[config.mk]
export PLATFORM = sky130hd
export DESIGN_NAME = stb_div_serial
export DESIGN_NICKNAME = d
export VERILOG_FILES = /design/src/hw/rtl/assert_macros.svh /design/src/hw/rtl/stb_pkg.sv /design/src/hw/rtl/stb_div_serial.sv
export SDC_FILE = /design/constraint.sdc
export NUM_CORES = 1
export LEC_CHECK = 0
export BUFFER_PORTS_ARGS = -buffer_cell sky130_fd_sc_hd__buf_2
export CAP_MARGIN = 0
export CELL_PAD_IN_SITES_DETAIL_PLACEMENT = 0
export CELL_PAD_IN_SITES_GLOBAL_PLACEMENT = 1
export CORE_MARGIN = 8
export CORE_UTILIZATION = 30
export DETAILED_ROUTE_END_ITERATION = 12
export PLACE_DENSITY = 0.54
export RECOVER_POWER = 50
export SYNTH_ARGS = -nofsm -noshare
export SYNTH_HDL_FRONTEND = slang
export SYNTH_SLANG_ARGS = --single-unit
[constraint.sdc]
create_clock -name clk -period 3.1 [get_ports clk]
set_clock_uncertainty 0.2 [all_clocks]
set_input_delay 0.62 -clock clk [delete_from_list [all_inputs] [get_ports clk]]
set_output_delay 0.62 -clock clk [all_outputs]
set_load 0.05 [all_outputs]
[src/hw/rtl/assert_macros.svh]
// Assertion macros shared by the tone burst RTL; empty when synthesizing.
`ifndef ASSERT_MACROS_SVH
`define ASSERT_MACROS_SVH

`ifndef SYNTHESIS
// Property that must hold at every clock edge out of reset.
`define STB_ASSERT(lbl, prop) \
	lbl: assert property (@(posedge clk) disable iff (!arst_n) (prop)) \
		else $error("stb assertion failed");
// Implication checked at every clock edge out of reset.
`define STB_ASSERT_IMP(lbl, ante, cons) \
	lbl: assert property (@(posedge clk) disable iff (!arst_n) (ante) |-> (cons)) \
		else $error("stb assertion failed");
`else
`define STB_ASSERT(lbl, prop)
`define STB_ASSERT_IMP(lbl, ante, cons)
`endif

`endif

[src/hw/rtl/stb_pkg.sv]
// Package for the tone burst generator: widths, register codes and lookup tables.
`default_nettype none

package stb_pkg;

	// Table resolution and sample precision
	localparam int SINE_ADDR_BITS     = 10;
	localparam int ENVELOPE_ADDR_BITS = 8;
	localparam int SAMPLE_BITS        = 32;

	// Field widths
	localparam int PHASE_W     = 32;
	localparam int RAMP_W      = 16;
	localparam int CNT_W       = 18;
	localparam int OUT_W       = 32;
	localparam int Q30_W       = 31;
	localparam int SINE_IDX_W  = SINE_ADDR_BITS + 1;
	localparam int ENV_IDX_W   = ENVELOPE_ADDR_BITS + 1;
	localparam int SINE_SIZE   = (1 << SINE_ADDR_BITS) + 1;
	localparam int ENV_SIZE    = (1 << ENVELOPE_ADDR_BITS) + 1;
	localparam int MUL_CNT_W   = $clog2(Q30_W + 1);
	localparam int DIV_CNT_W   = $clog2(ENVELOPE_ADDR_BITS + 1);
	localparam int SCALE_SHIFT = SAMPLE_BITS - 1;

	// Configuration port
	localparam int CFG_INDEX_W = 3;
	localparam int CFG_DATA_W  = 32;

	localparam logic [CFG_INDEX_W-1:0] CFG_LEFT_STEP  = 3'd0;
	localparam logic [CFG_INDEX_W-1:0] CFG_RIGHT_STEP = 3'd1;
	localparam logic [CFG_INDEX_W-1:0] CFG_LEAD       = 3'd2;
	localparam logic [CFG_INDEX_W-1:0] CFG_RISE       = 3'd3;
	localparam logic [CFG_INDEX_W-1:0] CFG_HOLD       = 3'd4;
	localparam logic [CFG_INDEX_W-1:0] CFG_FALL       = 3'd5;
	localparam logic [CFG_INDEX_W-1:0] CFG_FRAME      = 3'd6;

	// Register defaults
	localparam logic [PHASE_W-1:0] LEFT_STEP_RST  = 32'd89478485;
	localparam logic [PHASE_W-1:0] RIGHT_STEP_RST = 32'd22369621;
	localparam logic [RAMP_W-1:0]  LEAD_RST       = 16'd7968;
	localparam logic [RAMP_W-1:0]  RISE_RST       = 16'd192;
	localparam logic [RAMP_W-1:0]  HOLD_RST       = 16'd960;
	localparam logic [RAMP_W-1:0]  FALL_RST       = 16'd192;
	localparam logic [CNT_W-1:0]   FRAME_RST      = 18'd17280;

	// Fixed point constants, Q1.30
	localparam logic [Q30_W-1:0] ENV_ONE = Q30_W'(1) << 30;
	localparam logic [OUT_W-1:0] SILENT_SAMPLE = 32'd1;
	localparam longint unsigned HALF_PI_Q30 = 64'd1686629713;
	localparam int TAYLOR_TERMS = 8;
	localparam longint unsigned TAYLOR_DIV [TAYLOR_TERMS] =
		'{64'd6, 64'd20, 64'd42, 64'd72, 64'd110, 64'd156, 64'd210, 64'd272};

	// Job handed to one output channel
	typedef struct packed {
		logic               start;
		logic [PHASE_W-1:0] phase;
		logic [Q30_W-1:0]   env;
	} voice_job_t;

	typedef logic [Q30_W-1:0] sine_tab_t [SINE_SIZE];
	typedef logic [Q30_W-1:0] env_tab_t [ENV_SIZE];

	// sin(pi/2 * k / 2^bits) in Q1.30 by truncated Taylor series, elaboration only
	function automatic logic [Q30_W-1:0] quarter_sine(input longint unsigned k,
		input int unsigned bits);
		longint unsigned theta;
		longint unsigned theta2;
		longint unsigned mag;
		longint          sum;
		logic            sub;
		int              i;
		theta  = (k * HALF_PI_Q30) >> bits;
		theta2 = (theta * theta) >> 30;
		mag    = theta;
		sum    = longint'(theta);
		sub    = 1'b1;
		for (i = 0; i < TAYLOR_TERMS; i++) begin
			mag = (mag * theta2) >> 30;
			mag = mag / TAYLOR_DIV[i];
			if (sub) begin
				sum = sum - longint'(mag);
			end else begin
				sum = sum + longint'(mag);
			end
			sub = !sub;
		end
		if (sum < 0) begin
			sum = 0;
		end
		if (sum > longint'(ENV_ONE)) begin
			sum = longint'(ENV_ONE);
		end
		return Q30_W'(sum);
	endfunction

	function automatic sine_tab_t build_sine_tab();
		sine_tab_t tab;
		int        i;
		for (i = 0; i < SINE_SIZE; i++) begin
			tab[i] = quarter_sine(longint'(i), SINE_ADDR_BITS);
		end
		return tab;
	endfunction

	// sin^2 envelope
	function automatic env_tab_t build_env_tab();
		env_tab_t        tab;
		longint unsigned s;
		int              i;
		for (i = 0; i < ENV_SIZE; i++) begin
			s      = longint'(quarter_sine(longint'(i), ENVELOPE_ADDR_BITS));
			tab[i] = Q30_W'((s * s) >> 30);
		end
		return tab;
	endfunction

	localparam sine_tab_t SINE_TAB = build_sine_tab();
	localparam env_tab_t  ENV_TAB  = build_env_tab();

endpackage

`default_nettype wire

[src/hw/rtl/stb_div_serial.sv]
// Restoring divider, one quotient bit per cycle, for a numerator below the divisor.
`default_nettype none

module stb_div_serial (
	input  wire logic                                   clk,
	input  wire logic                                   arst_n,
	input  wire logic                                   start,
	input  wire logic [stb_pkg::RAMP_W-1:0]             num,
	input  wire logic [stb_pkg::RAMP_W-1:0]             den,
	output logic                                        done,
	output logic [stb_pkg::ENVELOPE_ADDR_BITS-1:0]      quot
);
	import stb_pkg::*;

	logic                          busy_q;
	logic                          done_q;
	logic [DIV_CNT_W-1:0]          cnt_q;
	logic [RAMP_W-1:0]             rem_q;
	logic [RAMP_W-1:0]             den_q;
	logic [ENVELOPE_ADDR_BITS-1:0] quot_q;

	logic [RAMP_W:0] shifted;
	logic [RAMP_W:0] diff;
	logic            ge;

	// one trial subtract per cycle
	always_comb begin
		shifted = {rem_q, 1'b0};
		diff    = shifted - {1'b0, den_q};
		ge      = shifted >= {1'b0, den_q};
	end

	// control
	always_ff @(posedge clk or negedge arst_n) begin
		if (!arst_n) begin
			busy_q <= 1'b0;
			done_q <= 1'b0;
			cnt_q  <= '0;
		end else begin
			done_q <= 1'b0;
			if (start) begin
				busy_q <= 1'b1;
				cnt_q  <= DIV_CNT_W'(ENVELOPE_ADDR_BITS);
			end else if (busy_q) begin
				cnt_q <= cnt_q - 1'b1;
				if (cnt_q == DIV_CNT_W'(1)) begin
					busy_q <= 1'b0;
					done_q <= 1'b1;
				end
			end
		end
	end

	// remainder and quotient shift registers
	always_ff @(posedge clk) begin
		if (start) begin
			rem_q  <= num;
			den_q  <= den;
			quot_q <= '0;
		end else if (busy_q) begin
			rem_q  <= ge ? diff[RAMP_W-1:0] : shifted[RAMP_W-1:0];
			quot_q <= {quot_q[ENVELOPE_ADDR_BITS-2:0], ge};
		end
	end

	assign done = done_q;
	assign quot = quot_q;

endmodule

`default_nettype wire

==> results.py <==
metrics = {
    "synthesis": {
        "synth_edf_count": 32,
        "async_reset_ff_share_pct": 13.0,
        "synth_area_sq_mm": 0.00273,
        "synth_area_per_cell_sq_um": 10.4,
        "synthesis.instances": 262,
        "syn-num-nets": 316,
        "synth_ff_type": "edfxtp_1",
        "synth.distinct_cells": 56,
        "ys_seq_area_share_pct": 46.6,
        "synth_seq_cells": 46,
        "yosysWarnings": 0,
    },
    "clock_tree": {
        "cts-buffers-inserted": 5,
        "cts.sinks": 46,
        "clk_pin_slew_worst_paths_ns": 0.10,
        "root_buffer": "clkbuf_8",
        "clk_latency_ns": 0.31,
        "cts_buffer_depth": 2,
        "htree_levels": 2,
        "cts_tree": "yes",
    },
    "setup_path": {
        "critPathCaptureType": "register",
        "cpPeakStageDelay_ns": 0.41,
        "crit_chain": "ha_1 > and3_1 > o21ai_1 > a31o_2 > nand2_2 > a21oi_4 > buf_4 > mux2i_1 > a21oi_1",
        "crit_path_start_kind": "register",
        "cp_max_fo": 12,
        "critPathSlowestCell": "edfxtp_1",
        "cp.arrival_ns": 2.70,
        "crit_required_ns": 2.94,
        "critical_path_class": "register to register",
    },
    "grt": {
        "grt_start_max_net_pins": 30,
        "grt_pass1_wl_mm": 10.5,
        "met3_usage_pct": 2.16,
        "grt_remaining_overflow": 0,
        "grt_pass1_vias": 2179,
        "grt_use_met1_pct": 13.3,
        "grt_use_total_pct": 10.0,
        "antenna_found_initial": 0,
        "met2_usage_pct": 16.2,
        "grt_busiest_layer": "met2",
    },
    "layout": {
        "regArea_sq_mm": 0.00127,
        "n_antenna_cell": 0,
        "final_nets": 365,
        "stdcell_count": 420,
        "areaGrowthSynthToFinish_pct": 16.7,
        "fill_cells": 928,
        "multiInputGateArea_sq_mm": 0.00131,
        "drive_gt1_share_pct": 21.5,
    },
    "sta": {
        "slew_violations": 0,
        "tns_ns": 0,
        "worstMarginPinSlew_ns": 1.33,
        "period_share_pct": 92.2,
        "max_freq_mhz": 350,
        "hold_viol": 0,
        "relSlewSlack_pct": 11.6,
        "rsz0062_at_grt": "no",
        "period_minus_slack_ns": 2.86,
        "timing.hold.ws_ns": 0.282,
        "setup_violations": 0,
    },
    "power_and_ir_drop": {
        "max-vdd-ir-drop_v": 0.000250,
        "p_leak_uw": 0.00140,
        "p_per_area_mw_per_mm2": 884,
        "power_uw": 2810,
    },
    "outcome": {
        "status": "complete, no violations",
    },
    "place": {
        "dp_hpwl_mm": 4.80,
        "dp.cells": 411,
        "routabilityCongestion": 0.738,
        "placement.io_buffers": 43,
    },
    "drt": {
        "remaining_drc_errors": 0,
        "antenna_left": 0,
        "dr.first_iter.drc_count": 95,
        "wl_mm": 6.34,
        "first_pass_iters": 4,
        "routed-via-count": 2050,
        "post_drt_wl_per_cell_um": 15.1,
        "vias_per_cell": 4.88,
    },
    "floorplanning": {
        "row_count": 34,
        "coreArea_sq_mm": 0.00876,
        "dieArea_sq_mm": 0.0124,
        "start_util_pct": 31.1,
        "io_pins": 44,
        "die_h_um": 111,
        "fp.dieW_um": 111,
    },
    "job": {
        "cap_violations": 0,
    },
    "min_path": {
        "hold_path_class": "input pin to register",
    },
}
## worst max-delay path: cells and delay by family (launching register included)
kind                       cells  cell delay, ns
and+or+nand+nor                2            0.31
adders and majority gates      1            0.41
DFF                            1            0.41
buffers and inverters          1            0.26
muxes                          1            0.23
AOI/OAI and AO/OA              4            0.77
## area by class of cell
type | count | area share (%)
clock buffer | 5 | 2.16
clock inverter | 3 | 0.905
inverter | 25 | 2.95
multi-input combinational | 181 | 41.1
sequential | 46 | 40.0
tap | 108 | 4.25
timing repair buffer | 52 | 8.62
## final timing paths
path	from	end	slack (ns)	depth (start not counted)
worst max-delay path	rem_q[2]$_DFFE_PP_	rem_q[13]$_DFFE_PP_	0.24	9
worst min-delay path	den[1]	den_q[1]$_DFFE_PP_	0.28	1
worst max register to register	rem_q[2]$_DFFE_PP_	rem_q[13]$_DFFE_PP_	0.24	9
worst min register to register	quot[7]$_SDFFE_PP0P_	quot[7]$_SDFFE_PP0P_	0.31	2
max in group asynchronous	arst_n	cnt_q[2]$_DFFE_PN0P_	1.94	2
min in group asynchronous	arst_n	busy_q$_DFF_PN0_	0.51	2
## layer usage
layer  vias to the layer above  part of all wire (%)
met5                         -                     0
met3                         5                   2.8
met2                        30                    45
li1                       1046                     -
met4                         0                  0.74
met1                       969                    51
## report_power, final
part	switching [uW]	internal, uW	leakage, uW
Sequential	94.1	857	0.000464
Clock	237	169	0.0000506
Combinational	826	627	0.000889
## metrics by stage
| stage | setup slack, ns | cell area [sq um] | utilization, % |
|---|---|---|---|
| after floorplan | 0.605 | 2730 | - |
| after global placement | 0.243 | 3080 | 35.1 |
| after detailed placement | 0.150 | 3080 | 35.1 |
| after CTS | 0.145 | 3180 | 36.3 |
| after global routing | 0.0648 | 3180 | 36.3 |
| final | 0.243 | 3180 | 36.3 |
## flip-flops by register name, summed over array words and instances, names as in the netlist
register / count
cnt_q: 4
quot: 8
den_q: 16
done: 1
busy_q: 1
rem_q: 16
## Yosys cell counts (2+ instances only)
| library cell | number | area share [%] |
|---|---|---|
| a31oi_1 | 3 | 0.69 |
| and2_1 | 2 | 0.46 |
| nand2b_1 | 4 | 0.92 |
| a21o_1 | 3 | 0.83 |
| o21ai_0 | 7 | 1.3 |
| nand2_1 | 21 | 2.9 |
| dfrtp_1 | 6 | 5.5 |
| clkbuf_1 | 4 | 0.55 |
| nand3_1 | 11 | 2.0 |
| ha_1 | 18 | 8.3 |
| xnor2_1 | 7 | 2.2 |
| nor3b_1 | 2 | 0.55 |
| edfxtp_1 | 32 | 35 |
| a211oi_1 | 3 | 0.83 |
| o31ai_1 | 4 | 1.1 |
| inv_1 | 24 | 3.3 |
| o21ai_1 | 4 | 0.73 |
| mux2i_1 | 11 | 4.0 |
| nor2_1 | 24 | 3.3 |
| buf_6 | 3 | 1.2 |
| o311ai_1 | 5 | 1.6 |
| nor3_1 | 4 | 0.73 |
| buf_1 | 3 | 0.41 |
| nor2b_1 | 4 | 0.92 |
| xor2_1 | 6 | 1.9 |
| a21oi_1 | 10 | 1.8 |
| dfxtp_1 | 8 | 5.9 |
## cell usage in the layout, fill, tap and decap left out, types with 5 or more instances in the layout
cell | Yosys | final
buf_2 | 0 | 40
edfxtp_1 | 32 | 32
inv_1 | 24 | 24
nor2_1 | 24 | 24
nand2_1 | 21 | 21
ha_1 | 18 | 18
nand3_1 | 11 | 11
mux2i_1 | 11 | 11
a21oi_1 | 10 | 10
dfxtp_1 | 8 | 8
o21ai_0 | 7 | 7
xnor2_1 | 7 | 7
xor2_1 | 6 | 6
dfrtp_1 | 6 | 6
buf_4 | 0 | 6
o311ai_1 | 5 | 5
clkbuf_8 | 0 | 5
clkbuf_1 | 4 | 5
## logic make-up after synthesis
logic type	after synthesis	share of synthesized area, %
DFF	46	46.6
muxes	12	4.45
buffers and inverters	35	5.65
adders and majority gates	19	9.00
and+or+nand+nor	82	14.6
xor gates and xnor gates	13	4.18
AOI/OAI and AO/OA	55	15.4
## what timing repair did
item | CTS | global route
gates resized for setup | 0 | 1
buffers inserted | 0 | 0
hold buffers | 1 | 0
endpoints found under the hold margin | 6 | 0
setup endpoints to repair | 0 | 2
Power figures use the tool's default switching activity.
